===== src/hw/rtl/first_fit_pool_allocator_core_defines.svh =====
// Assertion macros shared by the allocator RTL.
`ifndef FIRST_FIT_POOL_ALLOCATOR_CORE_DEFINES_SVH
`define FIRST_FIT_POOL_ALLOCATOR_CORE_DEFINES_SVH

`ifndef SYNTHESIS
// Check prop on every rising clock edge outside reset.
`define FFPA_ASSERT(lbl, clk, rst_n, prop, msg) \
  lbl: assert property (@(posedge clk) disable iff (!rst_n) prop) else $error(msg);
// Check that post holds in the cycle after pre.
`define FFPA_ASSERT_NEXT(lbl, clk, rst_n, pre, post, msg) \
  lbl: assert property (@(posedge clk) disable iff (!rst_n) (pre) |=> (post)) else $error(msg);
`else
`define FFPA_ASSERT(lbl, clk, rst_n, prop, msg)
`define FFPA_ASSERT_NEXT(lbl, clk, rst_n, pre, post, msg)
`endif

`endif


===== src/hw/rtl/ffpa_pkg.sv =====
`default_nettype none

package ffpa_pkg;

  localparam int unsigned REQ_W    = 11;
  localparam int unsigned OFF_W    = 10;
  localparam int unsigned STATUS_W = 2;

  localparam logic OP_ALLOC = 1'b0;
  localparam logic OP_FREE  = 1'b1;

  localparam logic [STATUS_W-1:0] STATUS_OK        = 2'd0;
  localparam logic [STATUS_W-1:0] STATUS_NO_SPACE  = 2'd1;
  localparam logic [STATUS_W-1:0] STATUS_ZERO_SIZE = 2'd2;
  localparam logic [STATUS_W-1:0] STATUS_NULL_FREE = 2'd3;

  typedef struct packed {
    logic             opcode;
    logic [REQ_W-1:0] request_bytes;
    logic [OFF_W-1:0] block_offset;
  } ffpa_req_t;

  typedef struct packed {
    logic [STATUS_W-1:0] status;
    logic [OFF_W-1:0]    granted_offset;
  } ffpa_rsp_t;

  typedef enum logic [3:0] {
    ST_INIT,
    ST_IDLE,
    ST_A_RD,
    ST_A_EV,
    ST_A_SH_RD,
    ST_A_SH_WR,
    ST_A_WR1,
    ST_A_WR0,
    ST_F_RD,
    ST_F_EV
  } ffpa_state_e;

endpackage

`default_nettype wire


===== src/hw/rtl/first_fit_pool_allocator_core.sv =====
`default_nettype none
`include "first_fit_pool_allocator_core_defines.svh"

// First-fit pool allocator. Pulse start while busy is low to hand over one item
// (allocate or free); busy then stays high until the item is done, but a
// zero-size allocate or a null free is answered from idle with busy staying low.
// The result shows on rsp_o for exactly one cycle with result_valid_o high. The
// receiver cannot stall, so sample rsp_o whenever result_valid_o is high.
// Block headers (payload size and free flag) live in a memory with one write
// port and one registered read port, and every step is one header read or
// write through one shared add/compare unit, so timing follows the block
// count n: an allocate walks headers up to the block k that it hits and, when
// it splits, first moves the entries after k up one; a free walks and
// compacts the whole table. Right after reset, ST_INIT writes the initial
// free block before start is taken.
module first_fit_pool_allocator_core #(
  parameter int unsigned POOL_BYTES   = 1024,
  parameter int unsigned HEADER_BYTES = 24,
  parameter int unsigned SPLIT_SLACK  = 16
) (
  input  wire logic              clk_i,
  input  wire logic              rst_ni,
  input  wire logic              start,
  output logic                   busy,
  input  wire ffpa_pkg::ffpa_req_t req_i,
  output logic                   result_valid_o,
  output ffpa_pkg::ffpa_rsp_t    rsp_o
);
  import ffpa_pkg::*;

  // Header table sizing: worst case is every block one byte of payload.
  localparam int unsigned MAX_BLOCKS = POOL_BYTES / (HEADER_BYTES + 1) + 1;
  localparam int unsigned IDX_W      = $clog2(MAX_BLOCKS);
  localparam int unsigned CNT_W      = $clog2(MAX_BLOCKS + 1);
  localparam int unsigned SIZE_W     = $clog2(POOL_BYTES + 1);
  localparam int unsigned RND_W      = REQ_W + 1;
  localparam int unsigned CMP_W      = (SIZE_W > RND_W) ? SIZE_W : RND_W;
  localparam int unsigned SUM_A      = $clog2(POOL_BYTES + HEADER_BYTES + 1);
  localparam int unsigned SUM_W      = (SUM_A > OFF_W) ? SUM_A : OFF_W;

  localparam logic [CMP_W-1:0]  SPLIT_LIM = CMP_W'(HEADER_BYTES + SPLIT_SLACK);
  localparam logic [SIZE_W-1:0] HDR_SZ    = SIZE_W'(HEADER_BYTES);
  localparam logic [SUM_W-1:0]  HDR_SUM   = SUM_W'(HEADER_BYTES);
  localparam logic [SIZE_W-1:0] INIT_SZ   = SIZE_W'(POOL_BYTES - HEADER_BYTES);
  localparam logic [CNT_W-1:0]  CNT_MAX   = CNT_W'(MAX_BLOCKS);
  localparam logic [CNT_W-1:0]  CNT_ONE   = CNT_W'(1);

  typedef struct packed {
    logic [SIZE_W-1:0] size;
    logic              free_flag;
  } blk_hdr_t;

  ffpa_state_e       state_q, state_d;
  logic [CNT_W-1:0]  count_q, count_d;
  logic [CNT_W-1:0]  idx_q, idx_d;        // read pointer / shift pointer
  logic [CNT_W-1:0]  wr_idx_q, wr_idx_d;  // compaction write pointer / hit index
  logic [SUM_W-1:0]  start_q, start_d;    // byte start of the block being read
  logic [RND_W-1:0]  req_q, req_d;
  logic [OFF_W-1:0]  off_q, off_d;
  logic [SIZE_W-1:0] rest_q, rest_d;
  blk_hdr_t          acc_q, acc_d;        // merge accumulator
  logic              found_q, found_d;
  ffpa_rsp_t         rsp_q, rsp_d;
  logic              done_q, done_d;

  blk_hdr_t          mem [MAX_BLOCKS];
  blk_hdr_t          rd_q;
  logic              mem_we;
  logic [IDX_W-1:0]  mem_waddr;
  blk_hdr_t          mem_wdata;

  // Shared datapath terms.
  logic [RND_W-1:0]  rnd_req;
  logic [CMP_W-1:0]  size_ext, req_ext, rest_full;
  logic              fits, split;
  logic [SUM_W-1:0]  off_here, start_next;
  logic [CNT_W-1:0]  idx_inc, wr_inc;
  logic              match, eff_free;

  assign rnd_req    = (RND_W'(req_i.request_bytes) + RND_W'(7)) & ~RND_W'(7);
  assign size_ext   = CMP_W'(rd_q.size);
  assign req_ext    = CMP_W'(req_q);
  assign rest_full  = size_ext - req_ext;
  assign fits       = rd_q.free_flag && (size_ext >= req_ext);
  assign split      = (rest_full > SPLIT_LIM) && (count_q < CNT_MAX);
  assign off_here   = start_q + HDR_SUM;
  assign start_next = off_here + SUM_W'(rd_q.size);
  assign idx_inc    = idx_q + CNT_ONE;
  assign wr_inc     = wr_idx_q + CNT_ONE;
  assign match      = !found_q && (off_here[OFF_W-1:0] == off_q);
  assign eff_free   = rd_q.free_flag | match;

  assign busy           = (state_q != ST_IDLE);
  assign result_valid_o = done_q;
  assign rsp_o          = rsp_q;

  // Header memory: one write port, one registered read port at idx.
  always_ff @(posedge clk_i) begin
    if (mem_we) begin
      mem[mem_waddr] <= mem_wdata;
    end
    rd_q <= mem[idx_q[IDX_W-1:0]];
  end

  always_ff @(posedge clk_i or negedge rst_ni) begin
    if (!rst_ni) begin
      state_q <= ST_INIT;
      count_q <= CNT_ONE;
      done_q  <= 1'b0;
    end else begin
      state_q <= state_d;
      count_q <= count_d;
      done_q  <= done_d;
    end
  end

  always_ff @(posedge clk_i) begin
    idx_q    <= idx_d;
    wr_idx_q <= wr_idx_d;
    start_q  <= start_d;
    req_q    <= req_d;
    off_q    <= off_d;
    rest_q   <= rest_d;
    acc_q    <= acc_d;
    found_q  <= found_d;
    rsp_q    <= rsp_d;
  end

  always_comb begin
    state_d   = state_q;
    count_d   = count_q;
    idx_d     = idx_q;
    wr_idx_d  = wr_idx_q;
    start_d   = start_q;
    req_d     = req_q;
    off_d     = off_q;
    rest_d    = rest_q;
    acc_d     = acc_q;
    found_d   = found_q;
    rsp_d     = rsp_q;
    done_d    = 1'b0;
    mem_we    = 1'b0;
    mem_waddr = idx_q[IDX_W-1:0];
    mem_wdata = rd_q;

    case (state_q)
      // Write the single free block that spans the pool.
      ST_INIT: begin
        mem_we    = 1'b1;
        mem_waddr = '0;
        mem_wdata = '{size: INIT_SZ, free_flag: 1'b1};
        count_d   = CNT_ONE;
        state_d   = ST_IDLE;
      end

      ST_IDLE: begin
        idx_d    = '0;
        start_d  = '0;
        wr_idx_d = '0;
        found_d  = 1'b0;
        if (start) begin
          if (req_i.opcode == OP_ALLOC) begin
            if (req_i.request_bytes == '0) begin
              rsp_d  = '{status: STATUS_ZERO_SIZE, granted_offset: '0};
              done_d = 1'b1;
            end else begin
              req_d   = rnd_req;
              state_d = ST_A_RD;
            end
          end else begin
            if (req_i.block_offset == '0) begin
              rsp_d  = '{status: STATUS_NULL_FREE, granted_offset: '0};
              done_d = 1'b1;
            end else begin
              off_d   = req_i.block_offset;
              state_d = ST_F_RD;
            end
          end
        end
      end

      // Allocate: walk headers until the first free block that fits.
      ST_A_RD: begin
        if (idx_q < count_q) begin
          state_d = ST_A_EV;
        end else begin
          rsp_d   = '{status: STATUS_NO_SPACE, granted_offset: '0};
          done_d  = 1'b1;
          state_d = ST_IDLE;
        end
      end

      ST_A_EV: begin
        if (fits) begin
          rsp_d    = '{status: STATUS_OK, granted_offset: off_here[OFF_W-1:0]};
          wr_idx_d = idx_q;
          if (split) begin
            rest_d = rest_full[SIZE_W-1:0];
            if (count_q > idx_inc) begin
              idx_d   = count_q - CNT_ONE;
              state_d = ST_A_SH_RD;
            end else begin
              state_d = ST_A_WR1;
            end
          end else begin
            mem_we    = 1'b1;
            mem_wdata = '{size: rd_q.size, free_flag: 1'b0};
            done_d    = 1'b1;
            state_d   = ST_IDLE;
          end
        end else begin
          start_d = start_next;
          idx_d   = idx_inc;
          state_d = ST_A_RD;
        end
      end

      // Open a slot after the hit: move entries up one, top first.
      ST_A_SH_RD: begin
        state_d = ST_A_SH_WR;
      end

      ST_A_SH_WR: begin
        mem_we    = 1'b1;
        mem_waddr = idx_inc[IDX_W-1:0];
        if (idx_q == wr_inc) begin
          state_d = ST_A_WR1;
        end else begin
          idx_d   = idx_q - CNT_ONE;
          state_d = ST_A_SH_RD;
        end
      end

      ST_A_WR1: begin
        mem_we    = 1'b1;
        mem_waddr = wr_inc[IDX_W-1:0];
        mem_wdata = '{size: rest_q - HDR_SZ, free_flag: 1'b1};
        count_d   = count_q + CNT_ONE;
        state_d   = ST_A_WR0;
      end

      ST_A_WR0: begin
        mem_we    = 1'b1;
        mem_waddr = wr_idx_q[IDX_W-1:0];
        mem_wdata = '{size: req_ext[SIZE_W-1:0], free_flag: 1'b0};
        done_d    = 1'b1;
        state_d   = ST_IDLE;
      end

      // Free: stream all headers, mark the match, merge free runs in place.
      ST_F_RD: begin
        if (idx_q < count_q) begin
          state_d = ST_F_EV;
        end else begin
          mem_we    = 1'b1;
          mem_waddr = wr_idx_q[IDX_W-1:0];
          mem_wdata = acc_q;
          count_d   = wr_inc;
          rsp_d     = '{status: found_q ? STATUS_OK : STATUS_NULL_FREE,
                        granted_offset: '0};
          done_d    = 1'b1;
          state_d   = ST_IDLE;
        end
      end

      ST_F_EV: begin
        found_d = found_q | match;
        start_d = start_next;
        idx_d   = idx_inc;
        state_d = ST_F_RD;
        if (idx_q == '0) begin
          acc_d = '{size: rd_q.size, free_flag: eff_free};
        end else if (acc_q.free_flag && eff_free) begin
          acc_d.size = acc_q.size + HDR_SZ + rd_q.size;
        end else begin
          mem_we    = 1'b1;
          mem_waddr = wr_idx_q[IDX_W-1:0];
          mem_wdata = acc_q;
          wr_idx_d  = wr_inc;
          acc_d     = '{size: rd_q.size, free_flag: eff_free};
        end
      end

      default: begin
        state_d = ST_IDLE;
      end
    endcase
  end

  // Block count stays within the header table once the pool is set up.
  `FFPA_ASSERT(a_count_range, clk_i, rst_ni, (state_q != ST_INIT) |-> ((count_q != '0) && (count_q <= CNT_MAX)), "block count out of range")
  // Compaction never writes ahead of the entry being read.
  `FFPA_ASSERT(a_compact_order, clk_i, rst_ni, (state_q == ST_F_EV) |-> (wr_idx_q <= idx_q), "merge write passed read pointer")
  // Every failed or ignored request reports offset zero.
  `FFPA_ASSERT(a_fail_offset, clk_i, rst_ni, (result_valid_o && (rsp_o.status != STATUS_OK)) |-> (rsp_o.granted_offset == '0), "failed request with nonzero offset")
  // A split adds exactly one block.
  `FFPA_ASSERT_NEXT(a_split_count, clk_i, rst_ni, state_q == ST_A_WR1, count_q == ($past(count_q) + CNT_ONE), "split did not add one block")

endmodule

`default_nettype wire


===== config.mk =====
export PLATFORM = sky130hd
export DESIGN_NAME = first_fit_pool_allocator_core
export DESIGN_NICKNAME = d
export VERILOG_FILES = /design/src/hw/rtl/ffpa_pkg.sv /design/src/hw/rtl/first_fit_pool_allocator_core.sv
export VERILOG_INCLUDE_DIRS = /design/src /design/src/hw/rtl
export SDC_FILE = /design/constraint.sdc
export NUM_CORES = 1
export LEC_CHECK = 0
export ABC_AREA = 1
export BUFFER_PORTS_ARGS = -buffer_cell sky130_fd_sc_hd__buf_2
export CAP_MARGIN = 30
export CORE_MARGIN = 3
export CORE_UTILIZATION = 38
export CTS_CLUSTER_SIZE = 25
export DETAILED_ROUTE_END_ITERATION = 10
export GPL_ROUTABILITY_DRIVEN = 0
export GPL_TIMING_DRIVEN = 1
export PLACE_DENSITY = 0.57
export RECOVER_POWER = 100
export SYNTH_ARGS = -nofsm -noshare
export SYNTH_HDL_FRONTEND = slang
export SYNTH_SLANG_ARGS = --single-unit

===== constraint.sdc =====
create_clock -name clk_i -period 7.8 [get_ports clk_i]
set_input_delay 1.56 -clock clk_i [delete_from_list [all_inputs] [get_ports clk_i]]
set_output_delay 1.56 -clock clk_i [all_outputs]
set_load 0.02 [all_outputs]

Word level (Yosys, flattened, before mapping)

Memory sizes are Yosys's and may differ from the RTL's. A register that Yosys moved wholly into a read port is not among the register bits.
Cells that the tools add are included.

Latch bits: 0
Memory bits (writable): 492
Memories kept: 1
Output and inout port bits: 14
Memory bits (read-only): 0
Flip-flop bits (word level): 89
Word-level logic and storage cells: 150

Memory list:

| memory | depth | bits a word | rd ports | clocked after memory_dff | write ports | RTL line                            | source |
|---|---|---|---|---|---|---|---|
| mem    | 41    | 12          | 1        | 1                        | 1           | first_fit_pool_allocator_core.sv:66 | `blk_hdr_t mem [MAX_BLOCKS];` |

$mul: 0
Div/mod/pow operators: 0
$add $sub $neg: 12
Bitwise operators: 5
Eq/ne operators: 27
Multiplexer cells: 60
Reductions and logical operators: 26
Shifts and indexed selects: 0
Magnitude comparators: 5

Operators with widths:

| operator                                                       | number |
|---|---|
| 2-to-1 mux 12 bit                                              | 11 |
| case mux 12 bit (6 select lines)                               | 1 |
| 2-to-1 mux 6 bit                                               | 11 |
| case mux 12 bit (4 select lines)                               | 1 |
| case mux 6 bit (3 select lines)                                | 2 |
| case mux 6 bit (6 select lines)                                | 1 |
| case mux 11 bit (3 select lines)                               | 1 |
| case mux 4 bit (8 select lines)                                | 1 |
| 2-to-1 mux 4 bit                                               | 7 |
| case mux 6 bit (4 select lines)                                | 1 |
| adder 11 bit                                                   | 2 |
| adder 11 x 5 -> 11 bit, second input constant                  | 2 |
| 2-to-1 mux 11 bit                                              | 2 |
| adder 6 x 1 -> 6 bit, second input constant                    | 3 |
| != test 2 bit, second input constant                           | 9 |
| != test 3 bit, second input constant                           | 6 |
| == test 4 x 3 -> 1 bit, second input constant                  | 4 |
| AND reduction 4 bit                                            | 4 |
| 2-to-1 mux 1 bit                                               | 14 |
| adder 11 x 3 -> 12 bit, second input constant                  | 1 |
| >= comparator 11 x 12 -> 1 bit                                 | 1 |
| greater-than comparator 12 x 6 -> 1 bit, second input constant | 1 |
| subtractor 11 x 12 -> 12 bit                                   | 1 |
| subtractor 6 x 1 -> 6 bit, second input constant               | 2 |
| other kinds (29)                                               | 46 |

Logic depth before layout (Yosys ltp)

Depth in word-level cells: 10
Mapped depth: 23
Depth with buffers taken out: 23

Worst setup path after synthesis

OpenSTA, ideal clock, no wires.

Kind: input -> register
From: input req_i[5] in the netlist's numbering
To: register rsp_q (netlist bit rsp_o[0]), enable pin
Setup time: 0.448 ns
Data required time: 7.352 ns
Stages: 9
Path slack: 2.984 ns
Buffers on the path: 0
Arrival time: 4.368 ns
Cells stage by stage: nor4_1 -> nand2_1 -> nor3_1 -> nor2_1 -> nor2_1 -> inv_1 -> nor2_1 -> nor2_1 -> a2111oi_0

Word-level cells in the longest chain between the ends: 3

RTL lines:

| element                              | RTL line                             | source |
|---|---|---|
| start, declared                      | first_fit_pool_allocator_core.sv:25  | `input wire ffpa_pkg::ffpa_req_t req_i,` |
| zero test 10 bit                     | first_fit_pool_allocator_core.sv:171 | `if (req_i.block_offset == '0) begin` |
| != test 3 bit (no source line)       | -                                    |  |
| AND reduction 7 bit (no source line) | -                                    |  |
| end signal, assigned                 | first_fit_pool_allocator_core.sv:126 | `rsp_q <= rsp_d;` |
| end, declared                        | first_fit_pool_allocator_core.sv:63  | `ffpa_rsp_t rsp_q, rsp_d;` |

Every way passes these cells.
A chain may end at the register's enable or synchronous reset.

Worst setup path in the final report

From: register idx_q[2]
To: memory mem[17][0] in the netlist's numbering, enable pin

Word-level cells in the longest chain between the ends: 5

RTL lines:

| element                                                      | RTL line                                                                   | source |
|---|---|---|
| start, declared                                              | first_fit_pool_allocator_core.sv:55                                        | `logic [CNT_W-1:0] idx_q, idx_d;` |
| start signal, assigned                                       | first_fit_pool_allocator_core.sv:118                                       | `idx_q <= idx_d;` |
| < comparator 6 bit / zero test 6 bit (equally long branches) | first_fit_pool_allocator_core.sv:252, first_fit_pool_allocator_core.sv:271 |  |
| 2-to-1 mux 1 bit (on tied branches)                          | first_fit_pool_allocator_core.sv:252, first_fit_pool_allocator_core.sv:271 |  |
| case mux 1 bit (4 select lines)                              | first_fit_pool_allocator_core.sv:146                                       | `case (state_q)` |
| 2-to-1 mux 1 bit                                             | first_fit_pool_allocator_core.sv:99                                        | `if (mem_we) begin` |
| 2-to-1 mux 1 bit (not written as such)                       | first_fit_pool_allocator_core.sv:100                                       | `mem[mem_waddr] <= mem_wdata;` |
| end, declared                                                | first_fit_pool_allocator_core.sv:66                                        |  |

Parallel ways exist; a longest one is shown, timed or not.

==> flow_results.xml <==
<?xml version="1.0" encoding="UTF-8"?>
<metrics>
  <group name="clocking">
    <metric name="post_cts_clock_slew_at_the_launch_and_capture_registers_of_the_worst_setup_and_hold_paths" unit="ns">0.06</metric>
    <metric name="clock_insertion_delay_worst_skew" unit="ns">0.66</metric>
    <metric name="clkSinkCount" unit="">592</metric>
    <metric name="post_cts.resized_instances" unit="">0</metric>
    <metric name="cts_max_path_buffers" unit="">3</metric>
    <metric name="cts_tree" unit="">done</metric>
    <metric name="cts_hold_buf" unit="">0</metric>
    <metric name="cts_post_setup_buffers_inserted" unit="">0</metric>
    <metric name="cts_made_buffers" unit="">61</metric>
    <metric name="clock_tree.root_cell" unit="">clkbuf_16</metric>
    <metric name="htree_levels" unit="">2</metric>
  </group>
  <group name="route">
    <metric name="drc_errors" unit="">0</metric>
    <metric name="routed_wire_length_per_instance" unit="um">23.1</metric>
    <metric name="routed_via_density" unit="">5.60</metric>
    <metric name="firstDrtPassIters" unit="">6</metric>
    <metric name="detailroute.via_count" unit="">18700</metric>
    <metric name="wirelength" unit="mm">77.0</metric>
    <metric name="detailedRoute.firstIterationViolations" unit="">2306</metric>
    <metric name="drtAntennaViolNets" unit="">0</metric>
  </group>
  <group name="die">
    <metric name="fp.dieW" unit="um">270</metric>
    <metric name="ioPinCount" unit="">39</metric>
    <metric name="fp.dieArea" unit="um^2">72600</metric>
    <metric name="design.core.area" unit="um^2">68000</metric>
    <metric name="initial_utilization" unit="%">38.8</metric>
    <metric name="die_extent_in_y" unit="um">270</metric>
    <metric name="rows" unit="">95</metric>
  </group>
  <group name="run_status">
    <metric name="status" unit="">complete, but fails checks</metric>
    <metric name="violations" unit="">capacitance limit, slew limit</metric>
  </group>
  <group name="layout">
    <metric name="fin_util" unit="%">43.4</metric>
    <metric name="post-route-cell-area" unit="um^2">29500</metric>
    <metric name="p_r_area_growth_vs_syn" unit="%">11.8</metric>
    <metric name="post_route_cells_drive_above_1_share" unit="%">6.33</metric>
    <metric name="finalNonFillerCells" unit="">3338</metric>
    <metric name="finish.net_count" unit="">2449</metric>
    <metric name="final.fill_count" unit="">6447</metric>
  </group>
  <group name="synthesis">
    <metric name="synth-seq-area-share" unit="%">66.7</metric>
    <metric name="netlist-cell-type-count" unit="">53</metric>
    <metric name="synth_compound_gate_area_share" unit="%">13.1</metric>
    <metric name="synth_fa_ha_area_share" unit="%">2.84</metric>
    <metric name="ys.flop_type" unit="">edfxtp_1</metric>
    <metric name="synthArstFlopShare" unit="%">1.86</metric>
    <metric name="post_synth_xor_area_fraction" unit="%">1.39</metric>
    <metric name="mappedNetlistArea" unit="um^2">26400</metric>
    <metric name="synth_area_per_cell" unit="um^2">11.3</metric>
    <metric name="synth.top_cells.by_area" unit="">edfxtp_1 65%, o21ai_0 6.0%, nor2_1 5.8%</metric>
    <metric name="area_share_of_and_or_nand_nor_cells_after_synthesis" unit="%">12.0</metric>
    <metric name="synthDominantCellAreaShare" unit="%">64.7</metric>
    <metric name="synth.ff_latch_count" unit="">592</metric>
    <metric name="synthMuxAreaShare" unit="%">0</metric>
    <metric name="synth-edff-count" unit="">569</metric>
    <metric name="synthDominantAreaCellType" unit="">edfxtp_1</metric>
    <metric name="synthesis.instances" unit="">2334</metric>
    <metric name="largest_family_of_logic_cells_by_synthesized_area" unit="">compound AO/OA/AOI/OAI gates</metric>
    <metric name="mappedNetlistNets" unit="">2417</metric>
    <metric name="ys.warnings.count" unit="">0</metric>
  </group>
  <group name="global_routing">
    <metric name="grt_usage" unit="%">20.5</metric>
    <metric name="grt_start_max_net_pins" unit="">104</metric>
    <metric name="initial_antenna_violation_count" unit="">0</metric>
    <metric name="first_global_vias" unit="">18000</metric>
    <metric name="overflow" unit="">0</metric>
    <metric name="wire_length_of_the_first_global_routing_pass" unit="mm">114</metric>
  </group>
  <group name="timing">
    <metric name="timing_hold_violations_final" unit="">0</metric>
    <metric name="grt_setup_unrepaired" unit="">no</metric>
    <metric name="final_max_slew_viol_count" unit="">92</metric>
    <metric name="fmax" unit="GHz">0.162</metric>
    <metric name="worstMarginPinSlew" unit="ns">2.87</metric>
    <metric name="period_share" unit="%">79.2</metric>
    <metric name="totalNegativeSetupSlack" unit="ns">0</metric>
    <metric name="headroom_to_the_max_slew_limit" unit="%">-91.5</metric>
    <metric name="setup-violations-final" unit="">0</metric>
    <metric name="setup_slack" unit="ns">1.62</metric>
    <metric name="hold-worst-slack" unit="ns">0.506</metric>
    <metric name="min_period" unit="ns">6.18</metric>
    <metric name="clock-skew-final" unit="ns">0.0561</metric>
  </group>
  <group name="pwr">
    <metric name="netSwitchingFraction" unit="%">44.3</metric>
    <metric name="max_rail_drop_vdd" unit="mV">0.388</metric>
    <metric name="p_int" unit="mW">8.06</metric>
    <metric name="p_total" unit="mW">14.5</metric>
    <metric name="power_per_cell_area" unit="nW/um^2">491</metric>
    <metric name="p_leak" unit="nW">10.2</metric>
    <metric name="flop_pwr_share" unit="%">36.5</metric>
    <metric name="p_comb_share" unit="%">43.5</metric>
    <metric name="clockPowerShare" unit="%">20.0</metric>
    <metric name="netSwitchingPower" unit="mW">6.42</metric>
  </group>
  <group name="worst_setup_path">
    <metric name="worstReg2RegStart" unit="">idx_q[2]</metric>
    <metric name="worstPathMaxFanout" unit="">49</metric>
    <metric name="timing.critical_path.arrival" unit="ns">6.45</metric>
    <metric name="critPathLaunch" unit="">idx_q[2]</metric>
    <metric name="worst-endpoint-required" unit="ns">8.07</metric>
    <metric name="timing.critical_path.from_type" unit="">flip-flop</metric>
    <metric name="type_of_the_setup_path_with_the_least_slack" unit="">flip-flop to flip-flop</metric>
    <metric name="setup.worst_path.end_class" unit="">flip-flop</metric>
  </group>
  <group name="placement">
    <metric name="detailed_place.area" unit="um^2">27600</metric>
    <metric name="port-buffer-count" unit="">38</metric>
    <metric name="dpl.cell_count" unit="">3210</metric>
    <metric name="dpl_worst_slack" unit="ns">2.70</metric>
    <metric name="place_hpwl" unit="mm">47.7</metric>
  </group>
  <group name="job">
    <metric name="max_cap_violations" unit="">2</metric>
  </group>
  <group name="min_path">
    <metric name="hp-start" unit="">mem[40][6]</metric>
    <metric name="hold_path_class" unit="">flip-flop to flip-flop</metric>
  </group>
</metrics>
## cells in the mapped netlist, types with 6 or more instances
library cell / instances
buf_1: 8
a21oi_1: 69
nand2_1: 225
edfxtp_1: 569
nand3_1: 65
a221oi_1: 8
nand2_2: 13
o22ai_1: 117
clkbuf_1: 107
ha_1: 55
a31oi_1: 6
a211oi_1: 7
xnor2_1: 7
dfrtp_1: 10
o221ai_1: 24
dfxtp_1: 12
nor2_1: 409
inv_1: 149
nand4_1: 17
o21ai_0: 319
xor2_1: 35
nor3_1: 9
o211ai_1: 17
o32ai_1: 6
## cell type report
cell class / instances / area (um^2) / share of cell area, %
antenna: 1 / 2.50 / 0.00848
clock buffer: 76 / 1650 / 5.58
sequential: 592 / 17600 / 59.7
timing repair buffer: 87 / 427 / 1.45
multi-input combinational: 1468 / 7730 / 26.2
clock inverter: 37 / 357 / 1.21
tap: 921 / 1150 / 3.91
inverter: 156 / 592 / 2.01
## worst paths after layout
path	to	slack, ns	cells past startpoint
max in group asynchronous	count_q[5]	6.43	1
max	mem[17][0]	1.62	17
min	rd_q[6]	0.51	2
min reg2reg	rd_q[6]	0.51	2
max reg2reg	mem[17][0]	1.62	17
min in group asynchronous	count_q[2]	0.93	1
## routing by layer
| metal | track usage (%) | vias to the layer above | wire, um |
|---|---|---|---|
| li1 | - | 8513 | - |
| met1 | 27.9 | 9164 | 31900 |
| met2 | 32.9 | 875 | 35800 |
| met3 | 4.60 | 134 | 7010 |
| met4 | 6.47 | 0 | 2360 |
| met5 | 0 | - | 0 |
## critical path, stage by stage, from the launching register on
cell	delay [ns]
edfxtp_1	0.35
clkbuf_1	2.03
ha_1	0.41
nand2_1	0.06
inv_1	0.05
o21ai_0	0.07
nand3_1	0.15
inv_1	0.10
nor2_1	0.24
inv_1	0.13
nand2_1	0.32
inv_1	0.11
nand3_1	0.16
inv_1	0.10
nor2_4	0.14
nand2_1	0.33
nor2_1	0.58
clkbuf_1	0.45
## power by group through the flow
| stage | clock network (mW) | registers [mW] | logic, mW |
|---|---|---|---|
| after floorplan | 0 | 5.25 | 3.66 |
| after global placement | 0 | 5.31 | 6.23 |
| after detailed placement | 0 | 5.31 | 6.26 |
| after CTS | 2.95 | 5.25 | 6.29 |
| after global routing | 3.08 | 5.32 | 6.83 |
| final | 2.89 | 5.28 | 6.30 |
## registers in the layout, summed over array words and instances (netlist names), 4 cells and up
register  count
mem         492
acc_q        12
rd_q         12
rsp_o        12
rest_q       11
off_q        10
start_q      10
req_ext       9
count_q       6
idx_q         6
wr_idx_q      6
state_q       4
## layout by cell type, fill, tap and decap left out, types with 5 or more instances in the layout
| cell type | Yosys | layout |
|---|---|---|
| edfxtp_1 | 569 | 569 |
| nor2_1 | 409 | 410 |
| o21ai_0 | 319 | 319 |
| nand2_1 | 225 | 233 |
| inv_1 | 149 | 149 |
| o22ai_1 | 117 | 117 |
| a21oi_1 | 69 | 69 |
| nand3_1 | 65 | 65 |
| clkbuf_16 | 0 | 63 |
| clkbuf_1 | 107 | 60 |
| ha_1 | 55 | 55 |
| xor2_1 | 35 | 35 |
| o221ai_1 | 24 | 24 |
| buf_4 | 0 | 21 |
| nand4_1 | 17 | 17 |
| o211ai_1 | 17 | 17 |
| clkinv_1 | 3 | 15 |
| buf_2 | 3 | 12 |
| dfxtp_1 | 12 | 12 |
| nor3_1 | 9 | 10 |
| dfrtp_1 | 10 | 10 |
| clkinv_2 | 0 | 9 |
| a221oi_1 | 8 | 8 |
| xnor2_1 | 7 | 7 |
| a211oi_1 | 7 | 7 |
| nand2_2 | 13 | 6 |
| a31oi_1 | 6 | 6 |
| o32ai_1 | 6 | 6 |
| clkinvlp_4 | 0 | 6 |
| o21bai_1 | 5 | 5 |
| nor4_1 | 5 | 5 |
| clkbuf_2 | 0 | 5 |
## kinds of logic after synthesis
group	Yosys count
buffers and inverters	274
AOI/OAI and AO/OA	603
adders and majority gates	58
xor gates and xnor gates	42
DFF	592
and+or+nand+nor	765
No activity file was read; power rests on OpenSTA's default activity.
